$ cat src/rtl/pftd_pkg.sv
// ----------------------------------------------------------------------------
// Prime factoriser package
// Widths, codes and the command/status bundles shared by the controller,
// the datapath and the top level.
// ----------------------------------------------------------------------------
package pftd_pkg;

  // Field widths
  localparam int unsigned VAL_W    = 31;
  localparam int unsigned STATUS_W = 2;
  localparam int unsigned DATA_W   = 32;
  localparam int unsigned ADDR_W   = 3;

  // Trial divisor never passes 46342 and its square stays below 2^32
  localparam int unsigned DIV_W = 16;
  localparam int unsigned SQ_W  = 32;

  // Defaults for the top-level parameters
  localparam int unsigned MAX_FACTORS_DEF = 25;
  localparam int unsigned STORE_DEPTH_DEF = 32;

  localparam logic [VAL_W-1:0] LIMIT_RESET = 31'd99999999;

  // Register word indexes on the configuration port
  localparam logic REG_VALUE_LIMIT = 1'b0;

  // Result status codes
  typedef enum logic [STATUS_W-1:0] {
    ST_OK       = 2'd0,
    ST_OVER     = 2'd1,
    ST_TOO_MANY = 2'd2
  } status_e;

  // Controller states
  typedef enum logic [3:0] {
    S_IDLE,
    S_LOW,
    S_OVER,
    S_HALVE,
    S_CHECK,
    S_DIV,
    S_FINAL,
    S_JUDGE,
    S_MANY,
    S_READ,
    S_LOAD
  } state_e;

  // Source of the next remaining value
  typedef enum logic [1:0] {
    REM_HOLD,
    REM_IN,
    REM_HALF,
    REM_QUO
  } rem_sel_e;

  // Source of a factor written to the store
  typedef enum logic [1:0] {
    PUSH_TWO,
    PUSH_DIV,
    PUSH_REM
  } push_sel_e;

  // Source of the result factor
  typedef enum logic [1:0] {
    OSEL_REM,
    OSEL_MEM,
    OSEL_ZERO
  } out_sel_e;

  // Controller to datapath
  typedef struct packed {
    logic      load_in;
    rem_sel_e  rem_sel;
    logic      push;
    push_sel_e push_sel;
    logic      start_div;
    logic      next_div;
    logic      clr_rd;
    logic      rd_en;
    logic      rd_inc;
    logic      out_load;
    out_sel_e  out_sel;
    status_e   out_status;
    logic      out_last;
  } ctrl_cmd_t;

  // Datapath to controller
  typedef struct packed {
    logic in_low;
    logic in_over;
    logic rem_even;
    logic rem_gt1;
    logic sq_le_rem;
    logic div_done;
    logic div_exact;
    logic count_many;
    logic out_free;
    logic send_last;
  } dp_stat_t;

endpackage

$ cat src/rtl/pftd_div.sv
// ----------------------------------------------------------------------------
// Restoring divider
// Unsigned VAL_W-bit division, one quotient bit per cycle. done_o rises
// once the last quotient bit is in and holds until the next start.
// ----------------------------------------------------------------------------
module pftd_div (
  input  logic                       clk_i,
  input  logic                       rst_ni,
  input  logic                       start_i,
  input  logic [pftd_pkg::VAL_W-1:0] dividend_i,
  input  logic [pftd_pkg::VAL_W-1:0] divisor_i,
  output logic                       done_o,
  output logic [pftd_pkg::VAL_W-1:0] quotient_o,
  output logic [pftd_pkg::VAL_W-1:0] remainder_o
);
  import pftd_pkg::*;

  localparam int unsigned CNT_W = $clog2(VAL_W);

  logic             busy_q, busy_d;
  logic             done_q, done_d;
  logic [CNT_W-1:0] cnt_q, cnt_d;
  logic [VAL_W-1:0] rem_q, rem_d;
  logic [VAL_W-1:0] quo_q, quo_d;
  logic [VAL_W-1:0] dvs_q, dvs_d;
  logic [VAL_W:0]   trial;
  logic             ge;

  // One restoring step: shift in the next dividend bit, subtract if it fits
  assign trial = {rem_q, quo_q[VAL_W-1]};
  assign ge    = trial >= {1'b0, dvs_q};

  always_comb begin
    busy_d = busy_q;
    done_d = done_q;
    cnt_d  = cnt_q;
    rem_d  = rem_q;
    quo_d  = quo_q;
    dvs_d  = dvs_q;
    if (start_i) begin
      busy_d = 1'b1;
      done_d = 1'b0;
      cnt_d  = CNT_W'(VAL_W - 1);
      rem_d  = '0;
      quo_d  = dividend_i;
      dvs_d  = divisor_i;
    end else if (busy_q) begin
      quo_d = {quo_q[VAL_W-2:0], ge};
      rem_d = ge ? VAL_W'(trial - {1'b0, dvs_q}) : trial[VAL_W-1:0];
      cnt_d = cnt_q - 1'b1;
      if (cnt_q == '0) begin
        busy_d = 1'b0;
        done_d = 1'b1;
      end
    end
  end

  // Control state
  always_ff @(posedge clk_i or negedge rst_ni) begin
    if (!rst_ni) begin
      busy_q <= 1'b0;
      done_q <= 1'b0;
      cnt_q  <= '0;
    end else begin
      busy_q <= busy_d;
      done_q <= done_d;
      cnt_q  <= cnt_d;
    end
  end

  // Operands and partial results
  always_ff @(posedge clk_i) begin
    rem_q <= rem_d;
    quo_q <= quo_d;
    dvs_q <= dvs_d;
  end

  assign done_o      = done_q;
  assign quotient_o  = quo_q;
  assign remainder_o = rem_q;

endmodule

$ cat src/rtl/pftd_dp.sv
// ----------------------------------------------------------------------------
// Prime factoriser datapath
// Remaining value, trial divisor and its square, the factor store, the
// divider and the result register, all steered by the controller.
// ----------------------------------------------------------------------------
module pftd_dp #(
  parameter int unsigned MAX_FACTORS = pftd_pkg::MAX_FACTORS_DEF,
  parameter int unsigned STORE_DEPTH = pftd_pkg::STORE_DEPTH_DEF
) (
  input  logic                          clk_i,
  input  logic                          rst_ni,
  input  pftd_pkg::ctrl_cmd_t           cmd_i,
  output pftd_pkg::dp_stat_t            stat_o,
  input  logic [pftd_pkg::VAL_W-1:0]    value_i,
  input  logic [pftd_pkg::VAL_W-1:0]    limit_i,
  output logic                          out_valid_o,
  input  logic                          out_ready_i,
  output logic [pftd_pkg::VAL_W-1:0]    factor_o,
  output logic [pftd_pkg::STATUS_W-1:0] status_o,
  output logic                          last_o
);
  import pftd_pkg::*;

  localparam int unsigned IDX_W = $clog2(STORE_DEPTH);
  localparam int unsigned CNT_W = IDX_W + 1;

  logic [VAL_W-1:0] rem_q, rem_d;
  logic [DIV_W-1:0] dvr_q, dvr_d;
  logic [SQ_W-1:0]  sq_q, sq_d;
  logic [CNT_W-1:0] count_q, count_d;
  logic [CNT_W-1:0] rd_q, rd_d;
  logic [CNT_W-1:0] rd_next;
  logic             out_valid_q, out_valid_d;
  logic [VAL_W-1:0] factor_q;
  status_e          status_q;
  logic             last_q;

  logic [VAL_W-1:0] mem_q [STORE_DEPTH];
  logic [VAL_W-1:0] rd_data_q;
  logic [VAL_W-1:0] push_data;
  logic             push_ok;

  logic [VAL_W-1:0] div_dividend;
  logic             div_done;
  logic [VAL_W-1:0] div_quo;
  logic [VAL_W-1:0] div_rem;

  // Shared divider
  assign div_dividend = (cmd_i.rem_sel == REM_QUO) ? div_quo : rem_q;

  pftd_div u_div (
    .clk_i       (clk_i),
    .rst_ni      (rst_ni),
    .start_i     (cmd_i.start_div),
    .dividend_i  (div_dividend),
    .divisor_i   (VAL_W'(dvr_q)),
    .done_o      (div_done),
    .quotient_o  (div_quo),
    .remainder_o (div_rem)
  );

  // Factor to store
  always_comb begin
    case (cmd_i.push_sel)
      PUSH_TWO: push_data = VAL_W'(2);
      PUSH_DIV: push_data = VAL_W'(dvr_q);
      default:  push_data = rem_q;
    endcase
  end

  assign push_ok = cmd_i.push && (count_q < CNT_W'(STORE_DEPTH));
  assign rd_next = rd_q + 1'b1;

  // Working registers
  always_comb begin
    rem_d   = rem_q;
    dvr_d   = dvr_q;
    sq_d    = sq_q;
    count_d = count_q;
    rd_d    = rd_q;
    case (cmd_i.rem_sel)
      REM_IN:   rem_d = value_i;
      REM_HALF: rem_d = {1'b0, rem_q[VAL_W-1:1]};
      REM_QUO:  rem_d = div_quo;
      default:  rem_d = rem_q;
    endcase
    if (cmd_i.load_in) begin
      dvr_d   = DIV_W'(3);
      sq_d    = SQ_W'(9);
      count_d = '0;
    end
    if (cmd_i.next_div) begin
      // (d + 2)^2 = d^2 + 4d + 4
      dvr_d = dvr_q + DIV_W'(2);
      sq_d  = sq_q + SQ_W'({dvr_q, 2'b00}) + SQ_W'(4);
    end
    if (push_ok) begin
      count_d = count_q + 1'b1;
    end
    if (cmd_i.clr_rd) begin
      rd_d = '0;
    end else if (cmd_i.rd_inc) begin
      rd_d = rd_next;
    end
  end

  // Result register: holds a result while the receiver stalls
  always_comb begin
    out_valid_d = out_valid_q;
    if (cmd_i.out_load) begin
      out_valid_d = 1'b1;
    end else if (out_ready_i) begin
      out_valid_d = 1'b0;
    end
  end

  always_ff @(posedge clk_i or negedge rst_ni) begin
    if (!rst_ni) begin
      rem_q       <= '0;
      dvr_q       <= '0;
      sq_q        <= '0;
      count_q     <= '0;
      rd_q        <= '0;
      out_valid_q <= 1'b0;
    end else begin
      rem_q       <= rem_d;
      dvr_q       <= dvr_d;
      sq_q        <= sq_d;
      count_q     <= count_d;
      rd_q        <= rd_d;
      out_valid_q <= out_valid_d;
    end
  end

  // Result payload
  always_ff @(posedge clk_i) begin
    if (cmd_i.out_load) begin
      case (cmd_i.out_sel)
        OSEL_REM: factor_q <= rem_q;
        OSEL_MEM: factor_q <= rd_data_q;
        default:  factor_q <= '0;
      endcase
      status_q <= cmd_i.out_status;
      last_q   <= cmd_i.out_last;
    end
  end

  // Factor store, one write and one registered read per cycle
  always_ff @(posedge clk_i) begin
    if (push_ok) begin
      mem_q[count_q[IDX_W-1:0]] <= push_data;
    end
    if (cmd_i.rd_en) begin
      rd_data_q <= mem_q[rd_q[IDX_W-1:0]];
    end
  end

  // Status to controller
  assign stat_o.in_low     = value_i < VAL_W'(2);
  assign stat_o.in_over    = value_i > limit_i;
  assign stat_o.rem_even   = ~rem_q[0];
  assign stat_o.rem_gt1    = rem_q > VAL_W'(1);
  assign stat_o.sq_le_rem  = sq_q <= SQ_W'(rem_q);
  assign stat_o.div_done   = div_done;
  assign stat_o.div_exact  = div_rem == '0;
  assign stat_o.count_many = count_q > CNT_W'(MAX_FACTORS);
  assign stat_o.out_free   = ~out_valid_q | out_ready_i;
  assign stat_o.send_last  = rd_next == count_q;

  assign out_valid_o = out_valid_q;
  assign factor_o    = factor_q;
  assign status_o    = status_q;
  assign last_o      = last_q;

endmodule

$ cat src/rtl/pftd_ctrl.sv
// ----------------------------------------------------------------------------
// Prime factoriser controller
// Sequences halving, trial division, the final remainder check, the
// read-out of the factor store and the single low/over/too-many results.
// ----------------------------------------------------------------------------
module pftd_ctrl (
  input  logic                clk_i,
  input  logic                rst_ni,
  input  logic                in_valid_i,
  output logic                in_ready_o,
  input  pftd_pkg::dp_stat_t  stat_i,
  output pftd_pkg::ctrl_cmd_t cmd_o
);
  import pftd_pkg::*;

  state_e state_q, state_d;

  // Next state
  always_comb begin
    state_d = state_q;
    unique case (state_q)
      S_IDLE: begin
        if (in_valid_i) begin
          if (stat_i.in_low) begin
            state_d = S_LOW;
          end else if (stat_i.in_over) begin
            state_d = S_OVER;
          end else begin
            state_d = S_HALVE;
          end
        end
      end
      S_LOW, S_OVER, S_MANY: begin
        if (stat_i.out_free) state_d = S_IDLE;
      end
      S_HALVE: begin
        if (!stat_i.rem_even) state_d = S_CHECK;
      end
      S_CHECK: begin
        state_d = stat_i.sq_le_rem ? S_DIV : S_FINAL;
      end
      S_DIV: begin
        if (stat_i.div_done && !stat_i.div_exact) state_d = S_CHECK;
      end
      S_FINAL: state_d = S_JUDGE;
      S_JUDGE: state_d = stat_i.count_many ? S_MANY : S_READ;
      S_READ:  state_d = S_LOAD;
      S_LOAD: begin
        if (stat_i.out_free) state_d = stat_i.send_last ? S_IDLE : S_READ;
      end
      default: state_d = S_IDLE;
    endcase
  end

  // Commands
  always_comb begin
    cmd_o            = '0;
    cmd_o.rem_sel    = REM_HOLD;
    cmd_o.push_sel   = PUSH_TWO;
    cmd_o.out_sel    = OSEL_ZERO;
    cmd_o.out_status = ST_OK;
    unique case (state_q)
      S_IDLE: begin
        if (in_valid_i) begin
          cmd_o.load_in = 1'b1;
          cmd_o.rem_sel = REM_IN;
        end
      end
      S_LOW: begin
        cmd_o.out_load = stat_i.out_free;
        cmd_o.out_sel  = OSEL_REM;
        cmd_o.out_last = 1'b1;
      end
      S_OVER: begin
        cmd_o.out_load   = stat_i.out_free;
        cmd_o.out_status = ST_OVER;
        cmd_o.out_last   = 1'b1;
      end
      S_MANY: begin
        cmd_o.out_load   = stat_i.out_free;
        cmd_o.out_status = ST_TOO_MANY;
        cmd_o.out_last   = 1'b1;
      end
      S_HALVE: begin
        if (stat_i.rem_even) begin
          cmd_o.push    = 1'b1;
          cmd_o.rem_sel = REM_HALF;
        end
      end
      S_CHECK: begin
        cmd_o.start_div = stat_i.sq_le_rem;
      end
      S_DIV: begin
        if (stat_i.div_done) begin
          if (stat_i.div_exact) begin
            // divide the same divisor into the quotient again
            cmd_o.push      = 1'b1;
            cmd_o.push_sel  = PUSH_DIV;
            cmd_o.rem_sel   = REM_QUO;
            cmd_o.start_div = 1'b1;
          end else begin
            cmd_o.next_div = 1'b1;
          end
        end
      end
      S_FINAL: begin
        cmd_o.push     = stat_i.rem_gt1;
        cmd_o.push_sel = PUSH_REM;
      end
      S_JUDGE: begin
        cmd_o.clr_rd = 1'b1;
      end
      S_READ: begin
        cmd_o.rd_en = 1'b1;
      end
      S_LOAD: begin
        cmd_o.out_load = stat_i.out_free;
        cmd_o.out_sel  = OSEL_MEM;
        cmd_o.out_last = stat_i.send_last;
        cmd_o.rd_inc   = stat_i.out_free;
      end
      default: ;
    endcase
  end

  always_ff @(posedge clk_i or negedge rst_ni) begin
    if (!rst_ni) begin
      state_q <= S_IDLE;
    end else begin
      state_q <= state_d;
    end
  end

  assign in_ready_o = state_q == S_IDLE;

endmodule

$ cat src/rtl/prime_factorizer_trial_division.sv
// ----------------------------------------------------------------------------
// Prime factoriser by trial division
// Splits a 31-bit value into its prime factors, ascending, with repeats.
// ----------------------------------------------------------------------------
// Usage:
//   Input channel in_valid_i/in_ready_o carries value_i; output channel
//   out_valid_o/out_ready_i carries factor_o, status_o and last_o, with
//   last_o high on the final transfer of each value's run.
//   One value is worked on at a time; in_ready_o is high only while idle.
//   Values below 2 and values over value_limit give a single result,
//   loaded once the result register is free. Otherwise 2s are shifted
//   out one per cycle, then each odd trial divisor gets a check of its
//   square against the remainder and a pass through the restoring divider
//   (plus another pass per factor found), stopping once the divisor
//   squared exceeds the remainder. Factors then leave the store one at a
//   time, each read and then loaded into the result register. More than
//   MAX_FACTORS factors give a single too-many result.
//   The result register holds while out_ready_i is low and the work stalls
//   behind it; a new value is taken while the last result still waits.
//   Reset clears control state and sets value_limit to 99999999; the
//   factor store needs no clearing. value_limit sits at APB address 0.
// ----------------------------------------------------------------------------
module prime_factorizer_trial_division #(
  parameter int unsigned MAX_FACTORS = pftd_pkg::MAX_FACTORS_DEF,
  parameter int unsigned STORE_DEPTH = pftd_pkg::STORE_DEPTH_DEF
) (
  input  logic                          clk_i,
  input  logic                          rst_ni,
  // Input channel
  input  logic                          in_valid_i,
  output logic                          in_ready_o,
  input  logic [pftd_pkg::VAL_W-1:0]    value_i,
  // Output channel
  output logic                          out_valid_o,
  input  logic                          out_ready_i,
  output logic [pftd_pkg::VAL_W-1:0]    factor_o,
  output logic [pftd_pkg::STATUS_W-1:0] status_o,
  output logic                          last_o,
  // Configuration port
  input  logic                          psel,
  input  logic                          penable,
  input  logic                          pwrite,
  input  logic [pftd_pkg::ADDR_W-1:0]   paddr,
  input  logic [pftd_pkg::DATA_W-1:0]   pwdata,
  output logic [pftd_pkg::DATA_W-1:0]   prdata,
  output logic                          pready
);
  import pftd_pkg::*;

  logic [VAL_W-1:0] limit_q, limit_d;
  logic             reg_idx;
  logic             wr_en;
  ctrl_cmd_t        cmd;
  dp_stat_t         stat;

  // Register file
  assign reg_idx = paddr[2];
  assign wr_en   = psel & penable & pwrite;

  always_comb begin
    limit_d = limit_q;
    prdata  = '0;
    unique case (reg_idx)
      REG_VALUE_LIMIT: begin
        prdata = DATA_W'(limit_q);
        if (wr_en) limit_d = pwdata[VAL_W-1:0];
      end
      default: ;
    endcase
  end

  always_ff @(posedge clk_i or negedge rst_ni) begin
    if (!rst_ni) begin
      limit_q <= LIMIT_RESET;
    end else begin
      limit_q <= limit_d;
    end
  end

  assign pready = 1'b1;

  pftd_ctrl u_ctrl (
    .clk_i      (clk_i),
    .rst_ni     (rst_ni),
    .in_valid_i (in_valid_i),
    .in_ready_o (in_ready_o),
    .stat_i     (stat),
    .cmd_o      (cmd)
  );

  pftd_dp #(
    .MAX_FACTORS (MAX_FACTORS),
    .STORE_DEPTH (STORE_DEPTH)
  ) u_dp (
    .clk_i       (clk_i),
    .rst_ni      (rst_ni),
    .cmd_i       (cmd),
    .stat_o      (stat),
    .value_i     (value_i),
    .limit_i     (limit_q),
    .out_valid_o (out_valid_o),
    .out_ready_i (out_ready_i),
    .factor_o    (factor_o),
    .status_o    (status_o),
    .last_o      (last_o)
  );

endmodule
$ cat config.mk
export PLATFORM = sky130hd
export DESIGN_NAME = prime_factorizer_trial_division
export DESIGN_NICKNAME = d
export VERILOG_FILES = /design/src/rtl/pftd_pkg.sv /design/src/rtl/pftd_div.sv /design/src/rtl/pftd_dp.sv /design/src/rtl/pftd_ctrl.sv /design/src/rtl/prime_factorizer_trial_division.sv
export SDC_FILE = /design/constraint.sdc
export NUM_CORES = 2
export LEC_CHECK = 0
export BUFFER_PORTS_ARGS = -buffer_cell sky130_fd_sc_hd__buf_4
export CAP_MARGIN = 20
export CORE_MARGIN = 1.5
export CORE_UTILIZATION = 40
export CTS_CLUSTER_SIZE = 30
export DETAILED_ROUTE_END_ITERATION = 10
export PLACE_DENSITY_LB_ADDON = 0.2
export SYNTH_ARGS = -nofsm -noshare
export SYNTH_HDL_FRONTEND = slang
export SYNTH_SLANG_ARGS = --single-unit
$ cat constraint.sdc
create_clock -name clk_i -period 7.9 [get_ports clk_i]
set_clock_uncertainty 0.05 [all_clocks]
set_input_delay 0.79 -clock clk_i [delete_from_list [all_inputs] [get_ports clk_i]]
set_output_delay 0.79 -clock clk_i [all_outputs]
set_load 0.05 [all_outputs]
==> run_results.csv <==
group,metric,value,unit
clock_network,numCtsBuffers,135,
clock_network,cts_post_setup_buffers_inserted,0,
timing,worst_slew_pin_slew,1140,ps
worst_hold_path,hp-class,"in -> async",
floorplanning,io_pins,142,
route,drt-initial-drc-count,2908,
floorplanning,core,132000,um2
critical_path,crit_buf_inv,1,
logic_synthesis,ys_seq_area_share,69.8,%
clock_network,path_clk_slew,60,ps
logic_synthesis,ys.flop_type,"edfxtp_1",
critical_path,worstSetupPathType,"reg -> reg",
timing,fmax,191,MHz
timing,min_period,5240,ps
floorplanning,start_util,40.4,%
timing,period_share,66.3,%
timing,rsz0062_at_grt,"false",
logic_synthesis,synth_area_per_cell,17.4,um2
clock_network,clock-root-buffer,"clkbuf_16",
critical_path,cpMaxStageDelayCell,"nor2_4",
floorplanning,die_x,368,um
critical_path,critPathRequiredTime,8300,ps
logic_synthesis,async_flop_share,10.4,%
logic_synthesis,syn_nets,3243,
route,dr.pass1.iters,5,
critical_path,path_max_fanout,25,
critical_path,arrival,5640,ps
timing,setup_viol,0,
timing,maxSlewHeadroom,23.8,%
critical_path,r2r_slack,2660,ps
flow_run,max-cap-violations,0,
power_and_ir_drop,p_leak,22.1,nW
logic_synthesis,synth-edff-count,1104,
global_route,antenna_found_initial,3,
logic_synthesis,syn_inst,3050,
layout,final_cell_mix,"edfxtp_1, mux4_2, buf_4",
global_route,grt_max_degree,100,
clock_network,cts.sinks,1267,
layout,fillerInstances,10997,
layout,drive_above_1_share,26.3,%
critical_path,regToRegStartpoint,"u_dp.u_div.remainder_o[15]",
global_route,grt_overflow,0,
critical_path,critical-path-top-delay-family,"simple AND/OR/NAND/NOR gates",
logic_synthesis,synth_area,53200,um2
critical_path,timing.critical_path.from_type,"flop",
timing,drv_slew,0,
layout,syn2layout_area_growth,15.5,%
placed_design,dp_hpwl,85.6,mm
timing,finalHoldViolCount,0,
route,drtAntennaViolNets,0,
logic_synthesis,synth_cell_types,76,
critical_path,crit_path_cell_trace,"or2_2 > nor4_1 > nand3_1 > nor2_4 > nor2_2 > a21oi_2 > nand2_1 > nor2_4 > buf_4",
clock_network,cts_tree,"done",
route,viasPerCell,5.67,
critical_path,end_kind,"flop",
layout,final_common_cell,"edfxtp_1",
logic_synthesis,synth-warning-count,0,
route,wl_per_cell,26.5,um
floorplanning,dieHeight,368,um
global_route,grt_pass1_vias,29688,
critical_path,worstReg2RegEnd,"u_dp.mem_q[16][27]",
critical_path,rr_worst_depth,9,
global_route,grt_pass1_wl,201,mm
power_and_ir_drop,vdd_drop_max,0.174,mV
route,drc,0,
clock_network,clock_latency,770,ps
clock_network,htree_levels,4,
route,routed_wl,136,mm
floorplanning,num_rows,133,
clock_network,hold_buffers,0,
power_and_ir_drop,total_power,19.1,mW
global_route,grt_use_total,20.2,%
logic_synthesis,synth_seq_cells,1267,
critical_path,cpMostUsedCell,"nor2_4",
layout,nets,3460,
critical_path,cpPeakStageDelay,1080,ps
clock_network,ctsLongestPathBuffers,3,
status,status,"complete, no violations",
power_and_ir_drop,power_density,311,nW/um2
route,num_vias,29049,
floorplanning,dieArea,135000,um2
placed_design,port_buffers,136,
timing,setup_tns,0,ps
placed_design,gp_congestion,0.928,
clock_network,cts_repair_resize_count,0,
## area by class of cell
| type | instances | area [um2] | share of cell area, % |
|---|---|---|---|
| sequential | 1267 | 37100 | 60.4 |
| tap | 1755 | 2200 | 3.57 |
| antenna | 1 | 2.50 | 0.00407 |
| clock buffer | 176 | 3610 | 5.88 |
| timing repair buffer | 233 | 2040 | 3.32 |
| multi-input combinational | 1528 | 15500 | 25.2 |
| inverter | 102 | 383 | 0.623 |
| clock inverter | 65 | 591 | 0.961 |
## metrics by stage
stage	setup WS [ps]	hold slack, ps	cell area (um2)	utilization [%]	cells
6_report	2660	46.1	61400	46.7	5127
5_1_grt	2520	95.9	61400	46.7	5126
4_1_cts	2750	45.0	61200	46.5	5116
3_5_place_dp	2770	444	57000	43.3	4875
3_3_place_gp	2810	434	56800	43.2	4866
2_1_floorplan	3130	375	53200	-	3050
## flip-flops by register name, indices dropped and copies added, names as in the netlist
signal and cells:
u_dp.rem_q 31, u_dp.out_valid_o 1, u_dp.u_div.cnt_q 5, u_dp.dvr_q 15, u_ctrl.state_q 4, u_dp.rd_data_q 31
limit_q 31, u_dp.count_q 6, u_dp.last_o 1, u_dp.u_div.done_o 1, u_dp.u_div.quotient_o 31, u_dp.sq_q 31
u_dp.mem_q 992, u_dp.u_div.dvs_q 16, u_dp.u_div.remainder_o 31, u_dp.factor_o 31, u_dp.rd_q 6, u_dp.status_o 2
u_dp.u_div.busy_q 1
## worst max-delay path by stage
stage / startpoint / to / slack, ps / cells after the start
CTS: u_dp.u_div.remainder_o[15] / u_dp.mem_q[16][27] / 2750 / 9
global placement: u_dp.u_div.remainder_o[15] / u_dp.mem_q[19][9] / 2810 / 9
global route: u_dp.u_div.remainder_o[15] / u_dp.mem_q[16][27] / 2520 / 9
detailed placement: u_dp.u_div.remainder_o[15] / u_dp.mem_q[16][27] / 2770 / 9
floorplan: u_dp.u_div.remainder_o[21] / u_dp.mem_q[13][0] / 3130 / 9
finish: u_dp.u_div.remainder_o[15] / u_dp.mem_q[16][27] / 2660 / 9
## report_power, final
part	internal (mW)	total (mW)	switching (mW)
registers	7.88	8.42	0.538
logic	1.97	4.63	2.66
clock network	3.45	6.04	2.59
total	13.3	19.1	5.79
## routing by layer
metal / global-route usage, % / vias to the layer above / wire [um]
li1: - / 12636 / -
met5: 0 / - / 0
met1: 27.6 / 15279 / 57900
met4: 6.33 / 0 / 3320
met3: 3.51 / 171 / 7990
met2: 33.0 / 963 / 66800
## Yosys cell counts, drive strengths merged, types with 12 or more instances
cell	instances	area share, %
ha	118	2.8
a31oi	43	0.51
edfxtp	1104	62
xor2	21	0.35
buf	50	0.42
inv	101	0.71
dfstp	19	0.94
xnor2	27	0.44
nand2	170	1.2
nor2	153	1.1
mux4	310	13
mux2i	26	0.49
nor2b	15	0.18
clkbuf	103	0.73
dfxtp	31	1.2
o21ai	135	1.3
nand4	22	0.26
a22oi	31	0.44
nor4	30	0.38
nand3	48	0.46
dfrtp	113	5.3
a22o	45	0.74
mux2	63	1.3
nor3	43	0.40
nand2b	12	0.14
a21oi	84	0.80
## logic make-up (layout without fill, tap and decap cells)
family / Yosys count / count (layout) / synth area share, %
DFF: 1267 / 1267 / 69.8
and+or+nand+nor: 534 / 534 / 4.72
AOI/OAI and AO/OA: 425 / 425 / 5.06
muxes: 399 / 399 / 15.0
buffers and inverters: 255 / 576 / 1.86
adders and majority gates: 120 / 120 / 2.85
xor gates and xnor gates: 48 / 48 / 0.790
other: 2 / 3 / 0.0141
No activity file was read; power rests on OpenSTA's default activity.
